### src/rtl/mfd_pkg.sv
`timescale 1ns / 1ps
// ----------------------------------------------------------------------------
// Motor feedback frame decoder package
// Shared widths, reset values, register indexes and the structs that pass
// configuration and results between the sequencer and the top level.
// ----------------------------------------------------------------------------
package mfd_pkg;

	localparam int POS_CNT_W = 16;
	localparam int VT_CNT_W  = 12;
	localparam int LIM_W     = 23;
	localparam int MUL_W     = 32;
	localparam int IN_W      = 72;
	localparam int OUT_W     = 192;

	localparam logic [21:0] RAD2DEG_Q16 = 22'd3754936;

	localparam logic [LIM_W-1:0] POS_LIM_RST   = 23'd819200;
	localparam logic [LIM_W-1:0] VEL_LIM_RST   = 23'd1966080;
	localparam logic [LIM_W-1:0] TOR_LIM_RST   = 23'd655360;
	localparam logic [LIM_W-1:0] RED_RECIP_RST = 23'd65536;

	localparam logic [POS_CNT_W-1:0] POS_ZERO = 16'd32768;
	localparam logic [3:0] MIN_FRAME_LEN = 4'd8;

	typedef enum logic [1:0] {
		REG_POS_LIM   = 2'd0,
		REG_VEL_LIM   = 2'd1,
		REG_TOR_LIM   = 2'd2,
		REG_RED_RECIP = 2'd3
	} mfd_reg_t;

	typedef struct packed {
		logic [LIM_W-1:0] pos_lim;
		logic [LIM_W-1:0] vel_lim;
		logic [LIM_W-1:0] tor_lim;
		logic [LIM_W-1:0] red_recip;
	} mfd_cfg_t;

	typedef struct packed {
		logic [29:0] rotor_pos;
		logic [29:0] shaft_vel;
		logic [23:0] torque;
		logic [31:0] turns;
		logic [47:0] shaft_total;
	} mfd_res_t;

endpackage

### src/rtl/mfd_mul.sv
`timescale 1ns / 1ps
// ----------------------------------------------------------------------------
// Shared multiplier
// Unsigned 32 by 32 multiplier with a registered 64-bit product.
// ----------------------------------------------------------------------------
module mfd_mul import mfd_pkg::*; (
	input  logic                 clk,
	input  logic [MUL_W-1:0]     a,
	input  logic [MUL_W-1:0]     b,
	output logic [2*MUL_W-1:0]   prod_q
);

	always_ff @(posedge clk) begin
		prod_q <= a * b;
	end

endmodule

### src/rtl/mfd_seq.sv
`timescale 1ns / 1ps
// ----------------------------------------------------------------------------
// Decode sequencer
// Steps one frame through the shared multiplier: count mapping with a fold
// loop for the division by 2^n-1, turn tracking, and shaft scaling.
// ----------------------------------------------------------------------------
module mfd_seq import mfd_pkg::*; (
	input  logic                 clk,
	input  logic                 arst_n,
	input  logic                 start,
	input  logic [POS_CNT_W-1:0] pos_cnt,
	input  logic [VT_CNT_W-1:0]  vel_cnt,
	input  logic [VT_CNT_W-1:0]  tor_cnt,
	input  mfd_cfg_t             cfg,
	input  logic                 out_free,
	output logic                 idle,
	output logic                 done,
	output mfd_res_t             res
);

	localparam logic [3:0] S_IDLE  = 4'd0;
	localparam logic [3:0] S_MUL0  = 4'd1;
	localparam logic [3:0] S_MUL1  = 4'd2;
	localparam logic [3:0] S_MUL2  = 4'd3;
	localparam logic [3:0] S_MUL3  = 4'd4;
	localparam logic [3:0] S_FOLD  = 4'd5;
	localparam logic [3:0] S_SPAN0 = 4'd6;
	localparam logic [3:0] S_SPAN1 = 4'd7;
	localparam logic [3:0] S_TURN0 = 4'd8;
	localparam logic [3:0] S_TURN1 = 4'd9;
	localparam logic [3:0] S_ABS   = 4'd10;
	localparam logic [3:0] S_TOT0  = 4'd11;
	localparam logic [3:0] S_TOT1  = 4'd12;
	localparam logic [3:0] S_TOT2  = 4'd13;
	localparam logic [3:0] S_DONE  = 4'd14;

	localparam logic [1:0] SEL_POS = 2'd0;
	localparam logic [1:0] SEL_VEL = 2'd1;
	localparam logic [1:0] SEL_TOR = 2'd2;

	// Returns the sign and magnitude of 2c - M for an n-bit count.
	function automatic logic [16:0] dev_of(input logic [15:0] c, input logic wide);
		logic [16:0] twoc;
		logic [16:0] m;
		twoc = {c, 1'b0};
		m    = wide ? 17'h0FFFF : 17'h00FFF;
		if (twoc < m) begin
			return {1'b1, 16'(m - twoc)};
		end else begin
			return {1'b0, 16'(twoc - m)};
		end
	endfunction

	logic [3:0]  state_q;
	logic [1:0]  sel_q;
	logic [15:0] last_q;
	logic [31:0] wrap_q;

	logic [VT_CNT_W-1:0] vel_c_q;
	logic [VT_CNT_W-1:0] tor_c_q;
	logic [15:0] dev_q;
	logic        neg_q;
	logic [38:0] p1_q;
	logic [54:0] acc_q;
	logic [45:0] y_q;
	logic [29:0] quo_q;
	logic [29:0] pos_q;
	logic [29:0] vel_q;
	logic [23:0] tor_q;
	logic [30:0] span_q;
	logic [29:0] svel_q;
	logic [63:0] total_q;
	logic [62:0] mag_q;
	logic [47:0] stot_q;

	logic [MUL_W-1:0]   mul_a;
	logic [MUL_W-1:0]   mul_b;
	logic [2*MUL_W-1:0] prod;

	logic              wide;
	logic [LIM_W-1:0]  lim_sel;
	logic [15:0]       m_val;
	logic [45:0]       f_hi;
	logic [15:0]       f_lo;
	logic [29:0]       f_quo;
	logic [29:0]       f_res;
	logic [45:0]       y_tor;
	logic [60:0]       mag_sum;
	logic [61:0]       mag_rnd;
	logic [45:0]       span_sum;
	logic              vel_neg;
	logic [29:0]       vel_mag;
	logic [52:0]       sv_sum;
	logic [36:0]       sv_cap;
	logic [29:0]       sv_sat;
	logic              wrap_neg;
	logic [31:0]       wrap_mag;
	logic [63:0]       pos_ext;
	logic [63:0]       tp_ext;
	logic [63:0]       total_neg;
	logic [85:0]       tot_sum;
	logic [69:0]       tot_rq;
	logic [69:0]       tot_cap;
	logic [47:0]       tot_sat;
	logic [16:0]       diff;
	logic [16:0]       vel_dev;
	logic [16:0]       tor_dev;
	logic [16:0]       pos_dev;

	mfd_mul u_mul (
		.clk    (clk),
		.a      (mul_a),
		.b      (mul_b),
		.prod_q (prod)
	);

	always_comb begin
		wide  = (sel_q == SEL_POS);
		m_val = wide ? 16'hFFFF : 16'h0FFF;
		unique case (sel_q)
			SEL_POS: lim_sel = cfg.pos_lim;
			SEL_VEL: lim_sel = cfg.vel_lim;
			default: lim_sel = cfg.tor_lim;
		endcase

		f_hi  = wide ? (y_q >> 16) : (y_q >> 12);
		f_lo  = wide ? y_q[15:0] : {4'b0, y_q[11:0]};
		f_quo = quo_q + 30'(y_q == 46'(m_val));
		f_res = neg_q ? 30'(-f_quo) : f_quo;

		y_tor   = 46'(prod[38:0]) + 46'(m_val >> 1);
		mag_sum = 61'(acc_q) + {prod[28:0], 32'b0};
		mag_rnd = {1'b0, mag_sum} + (62'(m_val) << 15);

		span_sum = {1'b0, prod[44:0]} + 46'h4000;

		vel_neg = vel_q[29];
		vel_mag = vel_neg ? 30'(-vel_q) : vel_q;
		sv_sum  = prod[52:0] + 53'h8000;
		sv_cap  = (37'd1 << 29) - 37'(!vel_neg);
		sv_sat  = (sv_sum[52:16] > sv_cap) ? sv_cap[29:0] : sv_sum[45:16];

		wrap_neg = wrap_q[31];
		wrap_mag = wrap_neg ? 32'(-wrap_q) : wrap_q;
		pos_ext  = {{34{pos_q[29]}}, pos_q};
		tp_ext   = {1'b0, prod[62:0]};
		total_neg = -total_q;

		tot_sum = 86'(acc_q) + {prod[53:0], 32'b0} + 86'h8000;
		tot_rq  = tot_sum[85:16];
		tot_cap = (70'd1 << 47) - 70'(!neg_q);
		tot_sat = (tot_rq > tot_cap) ? tot_cap[47:0] : tot_rq[47:0];

		diff    = {1'b0, pos_cnt} - {1'b0, last_q};
		pos_dev = dev_of(pos_cnt, 1'b1);
		vel_dev = dev_of({4'b0, vel_c_q}, 1'b0);
		tor_dev = dev_of({4'b0, tor_c_q}, 1'b0);

		unique case (state_q)
			S_MUL0: begin
				mul_a = 32'(dev_q);
				mul_b = 32'(lim_sel);
			end
			S_MUL1: begin
				mul_a = prod[31:0];
				mul_b = 32'(RAD2DEG_Q16);
			end
			S_MUL2: begin
				mul_a = 32'(p1_q[38:32]);
				mul_b = 32'(RAD2DEG_Q16);
			end
			S_SPAN0: begin
				mul_a = 32'(cfg.pos_lim);
				mul_b = 32'(RAD2DEG_Q16);
			end
			S_SPAN1: begin
				mul_a = 32'(vel_mag);
				mul_b = 32'(cfg.red_recip);
			end
			S_TURN0: begin
				mul_a = wrap_mag;
				mul_b = 32'(span_q);
			end
			S_TOT0: begin
				mul_a = mag_q[31:0];
				mul_b = 32'(cfg.red_recip);
			end
			S_TOT1: begin
				mul_a = 32'(mag_q[62:32]);
				mul_b = 32'(cfg.red_recip);
			end
			default: begin
				mul_a = '0;
				mul_b = '0;
			end
		endcase
	end

	always_ff @(posedge clk or negedge arst_n) begin
		if (!arst_n) begin
			state_q <= S_IDLE;
			sel_q   <= SEL_POS;
			last_q  <= POS_ZERO;
			wrap_q  <= '0;
		end else begin
			unique case (state_q)
				S_IDLE: begin
					if (start) begin
						sel_q  <= SEL_POS;
						last_q <= pos_cnt;
						if (!diff[16] && diff > 17'd32767) begin
							wrap_q <= wrap_q - 32'd1;
						end else if (diff[16] && diff <= 17'h18000) begin
							wrap_q <= wrap_q + 32'd1;
						end
						state_q <= S_MUL0;
					end
				end
				S_MUL0:  state_q <= S_MUL1;
				S_MUL1:  state_q <= (sel_q == SEL_TOR) ? S_FOLD : S_MUL2;
				S_MUL2:  state_q <= S_MUL3;
				S_MUL3:  state_q <= S_FOLD;
				S_FOLD: begin
					if (f_hi == '0) begin
						if (sel_q == SEL_TOR) begin
							state_q <= S_SPAN0;
						end else begin
							sel_q   <= (sel_q == SEL_POS) ? SEL_VEL : SEL_TOR;
							state_q <= S_MUL0;
						end
					end
				end
				S_SPAN0: state_q <= S_SPAN1;
				S_SPAN1: state_q <= S_TURN0;
				S_TURN0: state_q <= S_TURN1;
				S_TURN1: state_q <= S_ABS;
				S_ABS:   state_q <= S_TOT0;
				S_TOT0:  state_q <= S_TOT1;
				S_TOT1:  state_q <= S_TOT2;
				S_TOT2:  state_q <= S_DONE;
				S_DONE: begin
					if (out_free) begin
						state_q <= S_IDLE;
					end
				end
				default: state_q <= S_IDLE;
			endcase
		end
	end

	always_ff @(posedge clk) begin
		unique case (state_q)
			S_IDLE: begin
				if (start) begin
					vel_c_q <= vel_cnt;
					tor_c_q <= tor_cnt;
					neg_q   <= pos_dev[16];
					dev_q   <= pos_dev[15:0];
				end
			end
			S_MUL1: begin
				p1_q  <= prod[38:0];
				y_q   <= y_tor;
				quo_q <= '0;
			end
			S_MUL2: acc_q <= prod[54:0];
			S_MUL3: begin
				y_q   <= mag_rnd[61:16];
				quo_q <= '0;
			end
			S_FOLD: begin
				if (f_hi != '0) begin
					quo_q <= quo_q + f_hi[29:0];
					y_q   <= f_hi + 46'(f_lo);
				end else begin
					unique case (sel_q)
						SEL_POS: begin
							pos_q <= f_res;
							neg_q <= vel_dev[16];
							dev_q <= vel_dev[15:0];
						end
						SEL_VEL: begin
							vel_q <= f_res;
							neg_q <= tor_dev[16];
							dev_q <= tor_dev[15:0];
						end
						default: tor_q <= f_res[23:0];
					endcase
				end
			end
			S_SPAN1: span_q <= span_sum[45:15];
			S_TURN0: svel_q <= vel_neg ? 30'(-sv_sat) : sv_sat;
			S_TURN1: total_q <= wrap_neg ? (pos_ext - tp_ext) : (pos_ext + tp_ext);
			S_ABS: begin
				neg_q <= total_q[63];
				mag_q <= total_q[63] ? total_neg[62:0] : total_q[62:0];
			end
			S_TOT1: acc_q <= prod[54:0];
			S_TOT2: stot_q <= neg_q ? 48'(-tot_sat) : tot_sat;
			default: begin
			end
		endcase
	end

	assign idle = (state_q == S_IDLE);
	assign done = (state_q == S_DONE);

	assign res.rotor_pos   = pos_q;
	assign res.shaft_vel   = svel_q;
	assign res.torque      = tor_q;
	assign res.turns       = wrap_q;
	assign res.shaft_total = stot_q;

endmodule

### src/rtl/motor_feedback_frame_decoder.sv
`timescale 1ns / 1ps
// ----------------------------------------------------------------------------
// Motor feedback frame decoder
// Unpacks an 8-byte motor feedback frame, maps the raw counts onto the
// configured ranges in Q16.16 (degrees, or Nm for torque) and tracks multi-turn position.
//
// Channel  Dir  Handshake          Payload
// s_*      in   tvalid/tready      tdata: frame bytes 0..7, frame_length
// m_*      out  tvalid/tready      tdata: decoded feedback result
// cfg_*    in   cfg_we             cfg_addr selects the register, cfg_wdata
//
// A full frame is stepped through the shared 32x32 multiplier and the fold
// loop that divides by 2^n-1 before its result is offered.
// Frames shorter than eight bytes are accepted and dropped without a result.
// s_tready is high only while the sequencer is idle; a finished result waits
// in the sequencer if the output register is still held by m_tready low.
// Reset puts the turn counter at zero and the last position at mid-scale.
// ----------------------------------------------------------------------------
module motor_feedback_frame_decoder import mfd_pkg::*; (
	input  logic             clk,
	input  logic             arst_n,
	input  logic             cfg_we,
	input  logic [1:0]       cfg_addr,
	input  logic [LIM_W-1:0] cfg_wdata,
	input  logic             s_tvalid,
	output logic             s_tready,
	// byte0 [7:0], byte1 .. byte7 [63:56], frame_length [67:64], zero pad
	input  logic [IN_W-1:0]  s_tdata,
	output logic             m_tvalid,
	input  logic             m_tready,
	// motor_id [3:0], motor_state [7:4], online [8], rotor_position_deg [38:9],
	// shaft_velocity_deg_s [68:39], torque_nm [92:69], temp_driver [100:93],
	// temp_rotor [108:101], turn_count [140:109],
	// shaft_total_position_deg [188:141], zero pad
	output logic [OUT_W-1:0] m_tdata
);

	mfd_cfg_t   cfg_q;
	mfd_res_t   res;
	logic       seq_idle;
	logic       seq_done;
	logic       out_free;
	logic       accept;
	logic       full_frame;
	logic       start;
	logic       m_tvalid_q;
	logic [OUT_W-1:0] m_tdata_q;
	logic [3:0] id_q;
	logic [3:0] st_q;
	logic [7:0] tdrv_q;
	logic [7:0] trot_q;

	always_ff @(posedge clk or negedge arst_n) begin
		if (!arst_n) begin
			cfg_q.pos_lim   <= POS_LIM_RST;
			cfg_q.vel_lim   <= VEL_LIM_RST;
			cfg_q.tor_lim   <= TOR_LIM_RST;
			cfg_q.red_recip <= RED_RECIP_RST;
		end else if (cfg_we) begin
			unique case (mfd_reg_t'(cfg_addr))
				REG_POS_LIM:   cfg_q.pos_lim   <= cfg_wdata;
				REG_VEL_LIM:   cfg_q.vel_lim   <= cfg_wdata;
				REG_TOR_LIM:   cfg_q.tor_lim   <= cfg_wdata;
				REG_RED_RECIP: cfg_q.red_recip <= cfg_wdata;
				default: begin
				end
			endcase
		end
	end

	assign s_tready   = seq_idle;
	assign accept     = s_tvalid & s_tready;
	assign full_frame = (s_tdata[67:64] >= MIN_FRAME_LEN);
	assign start      = accept & full_frame;
	assign out_free   = !m_tvalid_q || m_tready;

	always_ff @(posedge clk) begin
		if (start) begin
			id_q   <= s_tdata[3:0];
			st_q   <= s_tdata[7:4];
			tdrv_q <= s_tdata[55:48];
			trot_q <= s_tdata[63:56];
		end
	end

	mfd_seq u_seq (
		.clk      (clk),
		.arst_n   (arst_n),
		.start    (start),
		.pos_cnt  ({s_tdata[15:8], s_tdata[23:16]}),
		.vel_cnt  ({s_tdata[31:24], s_tdata[39:36]}),
		.tor_cnt  ({s_tdata[35:32], s_tdata[47:40]}),
		.cfg      (cfg_q),
		.out_free (out_free),
		.idle     (seq_idle),
		.done     (seq_done),
		.res      (res)
	);

	always_ff @(posedge clk or negedge arst_n) begin
		if (!arst_n) begin
			m_tvalid_q <= 1'b0;
		end else if (seq_done && out_free) begin
			m_tvalid_q <= 1'b1;
		end else if (m_tready) begin
			m_tvalid_q <= 1'b0;
		end
	end

	always_ff @(posedge clk) begin
		if (seq_done && out_free) begin
			m_tdata_q <= {3'b0, res.shaft_total, res.turns, trot_q, tdrv_q, res.torque,
				res.shaft_vel, res.rotor_pos, st_q[0], st_q, id_q};
		end
	end

	assign m_tvalid = m_tvalid_q;
	assign m_tdata  = m_tdata_q;

`ifndef ASSERT_OFF
	a_short_frame_dropped: assert property (@(posedge clk) disable iff (!arst_n)
		(accept && !full_frame) |=> s_tready)
		else $error("short frame started the sequencer");

	a_full_frame_busy: assert property (@(posedge clk) disable iff (!arst_n)
		start |=> !s_tready)
		else $error("full frame did not occupy the sequencer");

	a_result_held: assert property (@(posedge clk) disable iff (!arst_n)
		(seq_done && !out_free) |=> seq_done)
		else $error("finished result dropped while output was stalled");
`endif

endmodule

### config.mk
export PLATFORM = sky130hd
export DESIGN_NAME = motor_feedback_frame_decoder
export DESIGN_NICKNAME = d
export VERILOG_FILES = /design/src/rtl/mfd_pkg.sv /design/src/rtl/mfd_mul.sv /design/src/rtl/mfd_seq.sv /design/src/rtl/motor_feedback_frame_decoder.sv
export SDC_FILE = /design/constraint.sdc
export NUM_CORES = 2
export LEC_CHECK = 0
export BUFFER_PORTS_ARGS = -buffer_cell sky130_fd_sc_hd__buf_2
export CORE_MARGIN = 4
export CORE_UTILIZATION = 50
export CTS_CLUSTER_SIZE = 30
export DETAILED_ROUTE_END_ITERATION = 12
export PLACE_DENSITY_LB_ADDON = 0.2
export SKIP_LAST_GASP = 1
export SYNTH_ARGS = -nofsm -noshare
export SYNTH_HDL_FRONTEND = slang
export SYNTH_HIERARCHICAL = 1
export SYNTH_SLANG_ARGS = --single-unit
export TNS_END_PERCENT = 50
### constraint.sdc
create_clock -name clk -period 11.2 [get_ports clk]
set_input_delay 0.56 -clock clk [delete_from_list [all_inputs] [get_ports clk]]
set_output_delay 0.56 -clock clk [all_outputs]
set_load 0.03 [all_outputs]
==> results.md <==
* Status: complete, no violations
* Clock root buffer: clkbuf_16
* Largest net degree at the start of global routing at 81
* Crit share post-route at 96.1%
* # nets final at 10800
* Die width at 430 um
* Post-route DRC violation count at 0
* WS Path Type: flop to flop
* Max Cap Viol at 0
* Die H at 430 um
* Synth Area per Inst at 9.75 sq um
* FILL cells at 15900
* Initial antenna violation count at 22
* Max Slew Vio Count at 0
* Arr. time, crit path at 11.40 ns
* CTS tree: built
* Final Cell Area at 96900 sq um
* Fmax at 0.0929 GHz
* Mapped Area at 88900 sq um
* Drt pass-1 iters at 10
* Hold Path Class: primary input to flop
* Worst rel slew slack at 13.5%
* Routed length per instance at 25.5 um
* Final Wtd Congestion at 1.04
* Antenna Violating Nets Remaining at 0
* Routed WL at 298 mm
* Vias per std cell at 6.00
* Critical Path Max Stage Delay at 0.59 ns
* Yosys warnings at 6
* Initial Utilization at 50.3%
* Critical path data required time at 11.85 ns
* Number of global-route vias before repair at 69900
* CP dominant cell by count: fa_1
* Final HPWL DP at 236 mm
* GRT Total Usage at 32.0%
* Port Buffers at 285
* RSZ-0062 raised after global routing: yes
* Slowest-stage cell, CP: or4_1
* Total gr overflow at 0
* Count of final setup violators at 0
* WHS at 0.101 ns
* Worst-path clk slew at 0.07 ns
* Minimum clock period at 10.76 ns
* Die ar. at 185000 sq um
* P&R area growth vs syn at 9.04%
* Critical Path Fanout Max at 10
* IO Count at 296
* Layout cells sized above 1 at 9.72%
* Clk_lat worst skew at 0.75 ns
* Final Hold Fails at 0
* Initial DRC count at 7285
* CTS max path bufs at 3
* Core area at 176000 sq um
* Sink Count at 905
* Clk_skew at 0.0406 ns
* Register area at 25800 sq um
* Setup crit end kind: flop
* Synthesized instance count at 9112
* First-pass GRT wire length at 447 mm
* Area of the multi-input gates at 57400 sq um
* Total CTS buffers at 92
* H-tree Lvls at 3
* Element type at the critical path start: flop
* Vias post-DR at 70300
* Dpl cell area at 93200 sq um
* Worst-Margin Slew at 1.29 ns
* Row count at 154
## layer usage
metal | GRT usage (%) | share of wire, %
met2 | 48.3 | 44
met4 | 10.8 | 4.2
met5 | 0 | 0.032
met3 | 9.08 | 11
met1 | 44.6 | 41
## sequential cells by signal, indices dropped and copies added (netlist names), 12 cells and up
register / count
u_seq/mag_q: 63
u_seq/tor_q: 24
m_tdata: 188
u_seq/u_mul/prod_q: 63
u_seq/pos_q: 30
u_seq/span_q: 31
u_seq/wrap_q: 32
u_seq/dev_q: 15
u_seq/tor_c_q: 12
u_seq/stot_q: 48
u_seq/vel_c_q: 12
u_seq/svel_q: 30
u_seq/acc_q: 40
u_seq/y_q: 46
u_seq/total_q: 64
u_seq/vel_q: 30
u_seq/last_q: 16
u_seq/quo_q: 30
cfg_q: 92
## layout make-up
class | instances | share of cell area [%]
Antenna cell | 12 | 0.0310
Clock buffer | 118 | 2.61
Clock inverter | 52 | 0.593
Inverter | 1116 | 4.32
Multi-Input combinational cell | 6650 | 59.3
Sequential cell | 905 | 26.7
Tap cell | 2340 | 3.02
Timing Repair Buffer | 525 | 3.49
## worst max-delay path, delay by kind of cell, from the launching register on
kind / cells / cell delay (ns)
xor+xnor: 1 / 0.13
buf+inv: 4 / 0.22
flops: 1 / 0.45
compound gates: 11 / 2.71
simple gates: 8 / 2.74
fa+ha+maj: 9 / 4.43
## worst paths after layout
| kind | from | to | slack [ns] | cells after the start |
|---|---|---|---|---|
| max | u_seq/wrap_q[2] | u_seq/u_mul/prod_q[62] | 0.44 | 33 |
| min | s_tdata[21] | u_seq/last_q[5] | 0.10 | 3 |
| max reg2reg | u_seq/wrap_q[2] | u_seq/u_mul/prod_q[62] | 0.44 | 33 |
| min reg2reg | trot_q[4] | m_tdata[105] | 0.41 | 0 |
| max in group asynchronous | arst_n | u_seq/wrap_q[31] | 9.03 | 3 |
| min in group asynchronous | arst_n | u_seq/wrap_q[5] | 0.44 | 2 |
## what timing repair did
action,in CTS,in global routing
setup buffers,0,1
endpoints found under the setup margin,0,7
hold buffers,49,0
endpoints found under the hold margin,115,0
gates resized for setup,0,2
## cells in the final DEF, fill, tap and decap left out, drive strengths merged, types with 118 or more instances in the layout
master / instances
buf: 476
clkbuf: 118
and2: 626
nand2: 872
inv: 1123
mux2: 138
a21oi: 414
xor2: 204
o21ai: 342
fa: 902
ha: 545
nor3: 145
dfrtp: 136
xnor2: 473
nor2: 440
a21o: 154
nand3: 148
edfxtp: 695
## metrics by stage
stage | setup TNS [ns] | util, % | setup WS, ns | cells
floorplan | 0 | - | 1.25 | 9118
global route | -0.0986 | 54.9 | -0.0576 | 11700
global placement | 0 | 52.8 | 0.421 | 11500
CTS | 0 | 54.9 | 0.338 | 11700
detailed placement | 0 | 52.8 | 0.370 | 11500
finish | 0 | 54.9 | 0.441 | 11700
Power is left out: the tool's default activity adds up to more than one toggle a clock period on the data nets, which glitch-free logic cannot reach.
